## src/hdl/bpc_pkg.sv

```systemverilog
// Shared widths, types and register indexes of the boundary pixel counter.
package bpc_pkg;

  localparam int unsigned MAX_COLS = 1024;
  localparam int unsigned MAX_ROWS = 1024;

  localparam int unsigned COL_W     = $clog2(MAX_COLS);
  localparam int unsigned ROW_W     = (MAX_ROWS > 1) ? $clog2(MAX_ROWS) : 1;
  localparam int unsigned SIZE_W    = 11;
  localparam int unsigned COUNT_W   = 21;
  localparam int unsigned CFG_IDX_W = 2;
  localparam int unsigned ENTRY_W   = 2;

  typedef logic [SIZE_W-1:0]    size_t;
  typedef logic [COUNT_W-1:0]   count_t;
  typedef logic [CFG_IDX_W-1:0] cfg_idx_t;
  typedef logic [COL_W-1:0]     col_t;
  typedef logic [ROW_W-1:0]     row_t;
  typedef logic [ENTRY_W-1:0]   entry_t;

  localparam cfg_idx_t CFG_ROW_COUNT = cfg_idx_t'(0);
  localparam cfg_idx_t CFG_COL_COUNT = cfg_idx_t'(1);

endpackage

```

## src/hdl/bpc_if.sv

```systemverilog
// Valid/ready channel interfaces: pixel input, count output, register writes.
interface bpc_pixel_if;
  logic valid;
  logic ready;
  logic is_land;

  modport source (output valid, output is_land, input ready);
  modport sink   (input valid, input is_land, output ready);
endinterface

interface bpc_count_if;
  logic                 valid;
  logic                 ready;
  logic [bpc_pkg::COUNT_W-1:0] coast_count;

  modport source (output valid, output coast_count, input ready);
  modport sink   (input valid, input coast_count, output ready);
endinterface

interface bpc_cfg_if;
  logic                          valid;
  logic                          ready;
  logic [bpc_pkg::CFG_IDX_W-1:0] index;
  logic [bpc_pkg::SIZE_W-1:0]    data;

  modport source (output valid, output index, output data, input ready);
  modport sink   (input valid, input index, input data, output ready);
endinterface

```

## src/hdl/bpc_ram.sv

```systemverilog
// Generic single-write, single-read RAM with registered read data.
module bpc_ram #(
  parameter int unsigned WIDTH = 2,
  parameter int unsigned DEPTH = 1024
) (
  input  logic                     clk_i,
  input  logic                     we_i,
  input  logic [$clog2(DEPTH)-1:0] waddr_i,
  input  logic [WIDTH-1:0]         wdata_i,
  input  logic [$clog2(DEPTH)-1:0] raddr_i,
  output logic [WIDTH-1:0]         rdata_o
);

  logic [WIDTH-1:0] mem_q [DEPTH];
  logic [WIDTH-1:0] rdata_q;

  always_ff @(posedge clk_i) begin
    if (we_i) begin
      mem_q[waddr_i] <= wdata_i;
    end
    rdata_q <= mem_q[raddr_i];
  end

  assign rdata_o = rdata_q;

endmodule

```

## src/hdl/boundary_pixel_counter_top.sv

```systemverilog
// Top level of the boundary pixel counter: raster window, line store and count.
//
//   channel  | dir | payload                      | accepted when
//   ---------+-----+------------------------------+----------------------
//   cfg_i    | in  | index (2b), data (11b)       | cfg_i.valid & ready
//   pix_i    | in  | is_land (1b)                 | pix_i.valid & ready
//   cnt_o    | out | coast_count (21b)            | cnt_o.valid & ready
//
// One pixel item per cycle while no finished count waits at the output; the frame
// count appears on cnt_o in the cycle after the last pixel of the frame is taken.
// The pace is set by the line store: one write and one read port per cycle.
// Reset gives a 1 x 1 map; no clearing pass is needed after reset.
// pix_i stalls only while a finished count waits and cnt_o is not ready.
// cfg_i is always ready; a write to a known register restarts the frame.
module boundary_pixel_counter_top (
  input logic         clk_i,
  input logic         rst_ni,
  bpc_cfg_if.sink     cfg_i,
  bpc_pixel_if.sink   pix_i,
  bpc_count_if.source cnt_o
);
  import bpc_pkg::*;

  // Size minus one, clamped to the legal range (zero acts as one).
  function automatic int unsigned clamp_m1(size_t v, int unsigned maxv);
    if (v == '0) begin
      return 0;
    end
    if (32'(v) > maxv) begin
      return maxv - 1;
    end
    return 32'(v) - 1;
  endfunction

  // Frame geometry, stored as last index.
  row_t   rows_m1_q;
  col_t   cols_m1_q;

  // Raster position of the next pixel and the running total.
  row_t   row_pos_q, row_pos_d;
  col_t   col_pos_q, col_pos_d;
  count_t running_q, running_d;

  // Window: cur_q holds the line entry of the current column, the RAM read
  // port holds the entry one column ahead, left_q the center bit one to the
  // left. Entry bit 0 is the row above, bit 1 two rows above.
  entry_t cur_q, cur_d;
  entry_t col0_q;
  logic   left_q;
  entry_t nxt_entry;

  // Result register.
  logic   out_valid_q, out_valid_d;
  count_t coast_q;

  logic   cfg_acc, cfg_hit, pix_acc;
  logic   land, center, up, right;
  logic   col_first, col_last, row_first, row_last, frame_end;
  logic   interior, edge_hit, inner_hit;
  count_t count_next;
  entry_t wr_entry;
  col_t   raddr;

  bpc_ram #(
    .WIDTH (ENTRY_W),
    .DEPTH (2 ** COL_W)
  ) u_line_store (
    .clk_i   (clk_i),
    .we_i    (pix_acc),
    .waddr_i (col_pos_q),
    .wdata_i (wr_entry),
    .raddr_i (raddr),
    .rdata_o (nxt_entry)
  );

  assign cfg_i.ready = 1'b1;
  assign cfg_acc     = cfg_i.valid & cfg_i.ready;
  assign cfg_hit     = cfg_acc &&
                       (cfg_i.index == CFG_ROW_COUNT || cfg_i.index == CFG_COL_COUNT);

  // Take a new pixel unless a finished count is stuck at the output.
  assign pix_i.ready = ~out_valid_q | cnt_o.ready;
  assign pix_acc     = pix_i.valid & pix_i.ready;

  assign cnt_o.valid       = out_valid_q;
  assign cnt_o.coast_count = coast_q;

  always_comb begin
    land      = pix_i.is_land;
    col_first = (col_pos_q == '0);
    col_last  = (col_pos_q == cols_m1_q);
    row_first = (row_pos_q == '0);
    row_last  = (row_pos_q == rows_m1_q);
    frame_end = col_last & row_last;

    center = cur_q[0];
    up     = cur_q[1];
    right  = col_last ? 1'b0 : nxt_entry[0];

    // Frame-edge land counts on arrival.
    edge_hit  = land & (row_first | row_last | col_first | col_last);
    // The pixel above is interior once its lower neighbor shows up.
    interior  = (row_pos_q > row_t'(1)) & ~col_first & ~col_last;
    inner_hit = interior & center & (~up | ~land | ~left_q | ~right);

    count_next = running_q + count_t'(edge_hit) + count_t'(inner_hit);
    wr_entry   = {center, land};

    // Prefetch: keep the read port one column ahead of the position.
    if (pix_acc) begin
      raddr = col_last ? col_t'(1) : col_pos_q + col_t'(2);
    end else begin
      raddr = col_pos_q + col_t'(1);
    end

    // Advance the window; on a row wrap pull column 0 from its shadow.
    cur_d = cur_q;
    if (pix_acc) begin
      if (col_last) begin
        cur_d = col_first ? wr_entry : col0_q;
      end else begin
        cur_d = nxt_entry;
      end
    end

    row_pos_d = row_pos_q;
    col_pos_d = col_pos_q;
    running_d = running_q;
    if (cfg_hit) begin
      row_pos_d = '0;
      col_pos_d = '0;
      running_d = '0;
    end else if (pix_acc) begin
      if (frame_end) begin
        row_pos_d = '0;
        col_pos_d = '0;
        running_d = '0;
      end else if (col_last) begin
        row_pos_d = row_pos_q + row_t'(1);
        col_pos_d = '0;
        running_d = count_next;
      end else begin
        col_pos_d = col_pos_q + col_t'(1);
        running_d = count_next;
      end
    end

    out_valid_d = (out_valid_q & ~cnt_o.ready) | (pix_acc & frame_end);
  end

  always_ff @(posedge clk_i or negedge rst_ni) begin
    if (!rst_ni) begin
      rows_m1_q   <= '0;
      cols_m1_q   <= '0;
      row_pos_q   <= '0;
      col_pos_q   <= '0;
      running_q   <= '0;
      out_valid_q <= 1'b0;
    end else begin
      if (cfg_acc) begin
        unique case (cfg_i.index)
          CFG_ROW_COUNT: rows_m1_q <= row_t'(clamp_m1(cfg_i.data, MAX_ROWS));
          CFG_COL_COUNT: cols_m1_q <= col_t'(clamp_m1(cfg_i.data, MAX_COLS));
          default: ;
        endcase
      end
      row_pos_q   <= row_pos_d;
      col_pos_q   <= col_pos_d;
      running_q   <= running_d;
      out_valid_q <= out_valid_d;
    end
  end

  // Window and result payload: no reset needed.
  always_ff @(posedge clk_i) begin
    cur_q <= cur_d;
    if (pix_acc) begin
      left_q <= center;
      if (col_first) begin
        col0_q <= wr_entry;
      end
      if (frame_end) begin
        coast_q <= count_next;
      end
    end
  end

`ifndef SYNTHESIS
  // The last pixel of a frame loads a count and rewinds the raster.
  a_frame_end: assert property (@(posedge clk_i) disable iff (!rst_ni)
    pix_acc && frame_end && !cfg_hit |=> out_valid_q && row_pos_q == '0 && col_pos_q == '0)
    else $error("frame end did not emit a count and rewind");

  // The raster position stays inside the configured frame.
  a_pos_range: assert property (@(posedge clk_i) disable iff (!rst_ni)
    col_pos_q <= cols_m1_q && row_pos_q <= rows_m1_q)
    else $error("raster position beyond frame size");

  // A register write drops the frame in progress.
  a_cfg_restart: assert property (@(posedge clk_i) disable iff (!rst_ni)
    cfg_hit |=> running_q == '0 && col_pos_q == '0 && row_pos_q == '0)
    else $error("register write did not restart the frame");
`endif

endmodule

```

## src/flat_wrapper.sv

```systemverilog
// flat-port wrapper written by rule: the top's interface ports become plain ports
module boundary_pixel_counter_top_flat import bpc_pkg::*;
  (clk_i, rst_ni, cfg_i_valid, cfg_i_index, cfg_i_data, cfg_i_ready, pix_i_valid, pix_i_is_land, pix_i_ready, cnt_o_valid, cnt_o_coast_count, cnt_o_ready);
  bpc_cfg_if cfg_i_i ();
  bpc_pixel_if pix_i_i ();
  bpc_count_if cnt_o_i ();
  input logic clk_i;
  input logic rst_ni;
  input wire logic [$bits(cfg_i_i.valid)-1:0] cfg_i_valid;
  input wire logic [$bits(cfg_i_i.index)-1:0] cfg_i_index;
  input wire logic [$bits(cfg_i_i.data)-1:0] cfg_i_data;
  output wire logic [$bits(cfg_i_i.ready)-1:0] cfg_i_ready;
  input wire logic [$bits(pix_i_i.valid)-1:0] pix_i_valid;
  input wire logic [$bits(pix_i_i.is_land)-1:0] pix_i_is_land;
  output wire logic [$bits(pix_i_i.ready)-1:0] pix_i_ready;
  output wire logic [$bits(cnt_o_i.valid)-1:0] cnt_o_valid;
  output wire logic [$bits(cnt_o_i.coast_count)-1:0] cnt_o_coast_count;
  input wire logic [$bits(cnt_o_i.ready)-1:0] cnt_o_ready;
  assign cfg_i_i.valid = cfg_i_valid;
  assign cfg_i_i.index = cfg_i_index;
  assign cfg_i_i.data = cfg_i_data;
  assign cfg_i_ready = cfg_i_i.ready;
  assign pix_i_i.valid = pix_i_valid;
  assign pix_i_i.is_land = pix_i_is_land;
  assign pix_i_ready = pix_i_i.ready;
  assign cnt_o_valid = cnt_o_i.valid;
  assign cnt_o_coast_count = cnt_o_i.coast_count;
  assign cnt_o_i.ready = cnt_o_ready;
  boundary_pixel_counter_top u_core (.clk_i(clk_i), .rst_ni(rst_ni), .cfg_i(cfg_i_i), .pix_i(pix_i_i), .cnt_o(cnt_o_i));
endmodule
```

## config.mk

```make
export PLATFORM = sky130hd
export DESIGN_NAME = boundary_pixel_counter_top_flat
export DESIGN_NICKNAME = d
export VERILOG_FILES = /design/src/hdl/bpc_pkg.sv /design/src/hdl/bpc_if.sv /design/src/hdl/bpc_ram.sv /design/src/hdl/boundary_pixel_counter_top.sv /design/src/flat_wrapper.sv
export SDC_FILE = /design/constraint.sdc
export NUM_CORES = 2
export LEC_CHECK = 0
export ABC_AREA = 1
export BUFFER_PORTS_ARGS = -buffer_cell sky130_fd_sc_hd__buf_2
export CAP_MARGIN = 40
export CELL_PAD_IN_SITES_DETAIL_PLACEMENT = 1
export CELL_PAD_IN_SITES_GLOBAL_PLACEMENT = 1
export CORE_ASPECT_RATIO = 1.2
export CORE_MARGIN = 2
export CORE_UTILIZATION = 38
export DETAILED_ROUTE_END_ITERATION = 16
export PLACE_DENSITY_LB_ADDON = 0.1
export SLEW_MARGIN = 15
export SYNTH_ARGS = -nofsm -noshare
export SYNTH_HDL_FRONTEND = slang
export SYNTH_HIERARCHICAL = 1
export SYNTH_SLANG_ARGS = --single-unit
```

## constraint.sdc

```tcl
create_clock -name clk_i -period 13.7 [get_ports clk_i]
set_input_delay 1.37 -clock clk_i [delete_from_list [all_inputs] [get_ports clk_i]]
set_output_delay 1.37 -clock clk_i [all_outputs]
set_load 0.02 [all_outputs]
```

==> impl_metrics.env <==
export IMPL_hold_viol=0
export IMPL_flow_area_growth_from_synthesis_pct=12.12
export IMPL_worst_slew_pin_transition_ns=1.126
export IMPL_cts_resized=0
export IMPL_setup_viol_count_final=0
export IMPL_ys_ff_latch=2138
export IMPL_preCtsSetupSlack_ns=7.276
export IMPL_chipHeight_um=543.3
export IMPL_viasPerCell=5.532
export IMPL_postSynthNetCount=8662
export IMPL_dieArea_mm2=0.2463
export IMPL_worst_relative_slew_slack_pct=24.90
export IMPL_ys_warn_count=6
export IMPL_overflow=0
export IMPL_post_syn_area_mm2=0.09209
export IMPL_hpwl_um=174600
export IMPL_post_route_cell_area_mm2=0.1033
export IMPL_max_cap_violations=0
export IMPL_cts_tree="yes"
export IMPL_synthDominantCellAreaShare_pct=67.63
export IMPL_numCtsBuffers=225
export IMPL_share_of_the_cycle_needed_by_the_critical_path_after_routing_pct=42.24
export IMPL_route_final_wire_length_um=311000
export IMPL_drv_slew=0
export IMPL_drt_iter0_markers=5577
export IMPL_floorplan_initialDensity_pct=38.28
export IMPL_unrepaired_setup_endpoints_after_global_routing="false"
export IMPL_ctsLongestPathBuffers=4
export IMPL_yosysSeqAreaShare_pct=69.36
export IMPL_p_leak_nw=35.21
export IMPL_die_width_um=453.4
export IMPL_grt_max_degree=211
export IMPL_root_buffer="sky130_fd_sc_hd__clkbuf_16"
export IMPL_top_level_ports=43
export IMPL_avg_cell_area_syn_um2=10.67
export IMPL_clock_insertion_delay_worst_skew_ns=0.88
export IMPL_finalNetCount=8473
export IMPL_gp_routability_congestion=0.7758
export IMPL_core_area_mm2=0.2406
export IMPL_antenna_found_initial=29
export IMPL_synthDominantAreaCellType="sky130_fd_sc_hd__edfxtp_1"
export IMPL_post_dp_area_mm2=0.09604
export IMPL_critPathLaunchType="flop"
export IMPL_fillers=26050
export IMPL_grt_pass1_vias=68150
export IMPL_layout_setup_ws_ns=7.914
export IMPL_synth_cells=8633
export IMPL_highest_clock_rate_ghz=0.1728
export IMPL_wl_per_cell_um=26.33
export IMPL_finalWorstPathRequiredPeriod_ns=5.786
export IMPL_global_route_wire_length_before_repair_um=455000
export IMPL_synthTopCellsByArea="sky130_fd_sc_hd__edfxtp_1 68%, sky130_fd_sc_hd__nand3_1 11%, sky130_fd_sc_hd__nand2_1 9.4%, sky130_fd_sc_hd__nor2_1 4.5%, sky130_fd_sc_hd__dfrtp_1 1.7%"
export IMPL_layout_drive_gt1_share_pct=7.471
export IMPL_clock_sinks=2138
export IMPL_vdd_ir_drop_max_v=0.0001145
export IMPL_num_vias=65350
export IMPL_cp_max_fo=145
export IMPL_io_buffers=41
export IMPL_cts_hold_buf=0
export IMPL_firstDrtPassIters=5
export IMPL_grt_usage_pct=25.06
export IMPL_ratio_of_total_power_to_cell_area_mw_per_mm2=160.7
export IMPL_worst_clock_skew_ns=0.03718
export IMPL_critical_path_endpoint_type="flop"
export IMPL_path_class="flop to flop"
export IMPL_drc=0
export IMPL_cts_post_setup_buffers_inserted=0
export IMPL_synth_cell_type_count=33
export IMPL_fin_util_pct=42.92
export IMPL_cp_required_ns=14.47
export IMPL_num_rows=197
export IMPL_critical_path_arrival_ns=6.55
export IMPL_clk_pin_slew_ns=0.07
export IMPL_min_delay_path_class="input port to async pin"
export IMPL_routed_antenna_nets=0
export IMPL_run_status="completed"
export IMPL_htree_levels=4
export IMPL_hold_slack_ns=0.4554
## routing by layer
layer,vias up,GRT usage [%],share of wire [%]
met1,33870,33.60,43
li1,29480,-,-
met3,441,2.378,4.7
met2,1551,43.02,49
met4,2,7.568,3.1
met5,-,0,0.0058
## cells in the final DEF, fill, tap and decap left out, types with 22 or more instances in the layout
master,netlist,final
sky130_fd_sc_hd__buf_4,55,137
sky130_fd_sc_hd__xor2_1,40,40
sky130_fd_sc_hd__clkbuf_16,0,227
sky130_fd_sc_hd__nor2_1,1102,1093
sky130_fd_sc_hd__buf_12,0,30
sky130_fd_sc_hd__buf_2,265,42
sky130_fd_sc_hd__o21ai_0,23,22
sky130_fd_sc_hd__clkinv_2,0,37
sky130_fd_sc_hd__nand2_4,1,23
sky130_fd_sc_hd__o21ai_1,43,41
sky130_fd_sc_hd__clkbuf_1,263,61
sky130_fd_sc_hd__buf_16,0,32
sky130_fd_sc_hd__nand3_1,2097,2084
sky130_fd_sc_hd__clkinv_1,2,47
sky130_fd_sc_hd__inv_1,104,100
sky130_fd_sc_hd__nand2_1,2310,2287
sky130_fd_sc_hd__nor3_1,31,25
sky130_fd_sc_hd__dfrtp_1,62,62
sky130_fd_sc_hd__edfxtp_1,2074,2074
## power by group
group | leakage, nW | switching, W | internal, W | total (W)
Sequential | 19.5 | 0.0000447 | 0.00744 | 0.00749
Clock | 3.39 | 0.00256 | 0.00337 | 0.00593
Combinational | 12.3 | 0.00236 | 0.000816 | 0.00317
Total | 35.2 | 0.00496 | 0.0116 | 0.0166
## through the flow
step	TNS [ns]	std cells	total power (W)
after floorplan	-1091.76	8633	0.009815
after global placement	0	11340	0.01069
after detailed placement	0	11390	0.01081
after CTS	0	11790	0.01674
after global routing	0	11810	0.01725
final	0	11810	0.01660
## area by class of cell
cell class	instances	area (um2)	area share (%)
clock buffer	294	5992	5.803
tap	3184	3984	3.858
sequential	2138	63870	61.86
multi-input combinational	5709	25130	24.34
inverter	122	501.7	0.4859
clock inverter	109	945.9	0.9161
timing repair buffer	248	2810	2.722
antenna	9	22.52	0.02181
## critical path, stage by stage, from the launching register on
cell and delay [ns]:
sky130_fd_sc_hd__dfrtp_1 0.63, sky130_fd_sc_hd__inv_2 0.18, sky130_fd_sc_hd__nand2_1 0.10, sky130_fd_sc_hd__nand2_1 0.05, sky130_fd_sc_hd__nor2_1 0.12, sky130_fd_sc_hd__nand3_2 0.14, sky130_fd_sc_hd__nor2_8 0.21, sky130_fd_sc_hd__nor2_2 0.11
sky130_fd_sc_hd__inv_2 0.24, sky130_fd_sc_hd__o22ai_4 0.28, sky130_fd_sc_hd__inv_8 0.56, sky130_fd_sc_hd__buf_4 0.45, sky130_fd_sc_hd__buf_16 0.29, sky130_fd_sc_hd__buf_12 0.54, sky130_fd_sc_hd__nand3_1 0.18, sky130_fd_sc_hd__nand3_1 0.15
sky130_fd_sc_hd__nand3_1 0.12, sky130_fd_sc_hd__nand3_1 0.13, sky130_fd_sc_hd__nand3_1 0.16, sky130_fd_sc_hd__nand3_1 0.25, sky130_fd_sc_hd__nand3_1 0.13, sky130_fd_sc_hd__nand3_1 0.16, sky130_fd_sc_hd__nand2_1 0.07, sky130_fd_sc_hd__nand2_1 0.07
sky130_fd_sc_hd__nand2_1 0.06
## Yosys cell counts (all sizes together)
cell and n:
a21oi 5, buf 400, clkbuf 264, clkinv 2, conb 1, dfrtp 62
dfxtp 2, edfxtp 2074, fa 1, ha 9, inv 120, nand2 2311
nand3 2098, nand3b 4, nand4 16, nor2 1107, nor3 31, o21ai 77
o22ai 5, xnor2 4, xor2 40
## path summary, 6_finish.rpt
kind                                                  endpoint  cells after the start           startpoint  slack [ns]
worst max register to register  u_core/u_line_store/rdata_o[0]                     24  u_core/col_pos_q[0]        7.91
worst min-delay path                      u_core/running_q[15]                      2               rst_ni        0.46
worst max-delay path            u_core/u_line_store/rdata_o[0]                     24  u_core/col_pos_q[0]        7.91
min in group clk_i                         u_core/rows_m1_q[8]                      2  u_core/rows_m1_q[8]        0.51
max in group asynchronous                  u_core/rows_m1_q[7]                      3               rst_ni       12.67
worst min register to register             u_core/rows_m1_q[8]                      2  u_core/rows_m1_q[8]        0.51
## state kept, by name (all words and copies together) (netlist names)
| register | flops |
|---|---|
| u_core/left_q | 1 |
| u_core/cnt_o.valid | 1 |
| u_core/u_line_store/mem_q | 2048 |
| u_core/rows_m1_q | 10 |
| u_core/cols_m1_q | 10 |
| u_core/cnt_o.coast_count | 21 |
| u_core/running_q | 21 |
| u_core/row_pos_q | 10 |
| u_core/u_line_store/rdata_o | 2 |
| u_core/col0_q | 2 |
| u_core/cur_q | 2 |
| u_core/col_pos_q | 10 |
## kinds of logic after synthesis
family	after synthesis	share of synthesized area (%)
xor gates and xnor gates	44	0.4185
other	1	0.004072
DFF	2138	69.36
and+or+nand+nor	5567	25.69
AOI/OAI and AO/OA	87	0.5244
adders and majority gates	10	0.1440
buffers and inverters	786	3.868
Power figures use the tool's default switching activity.
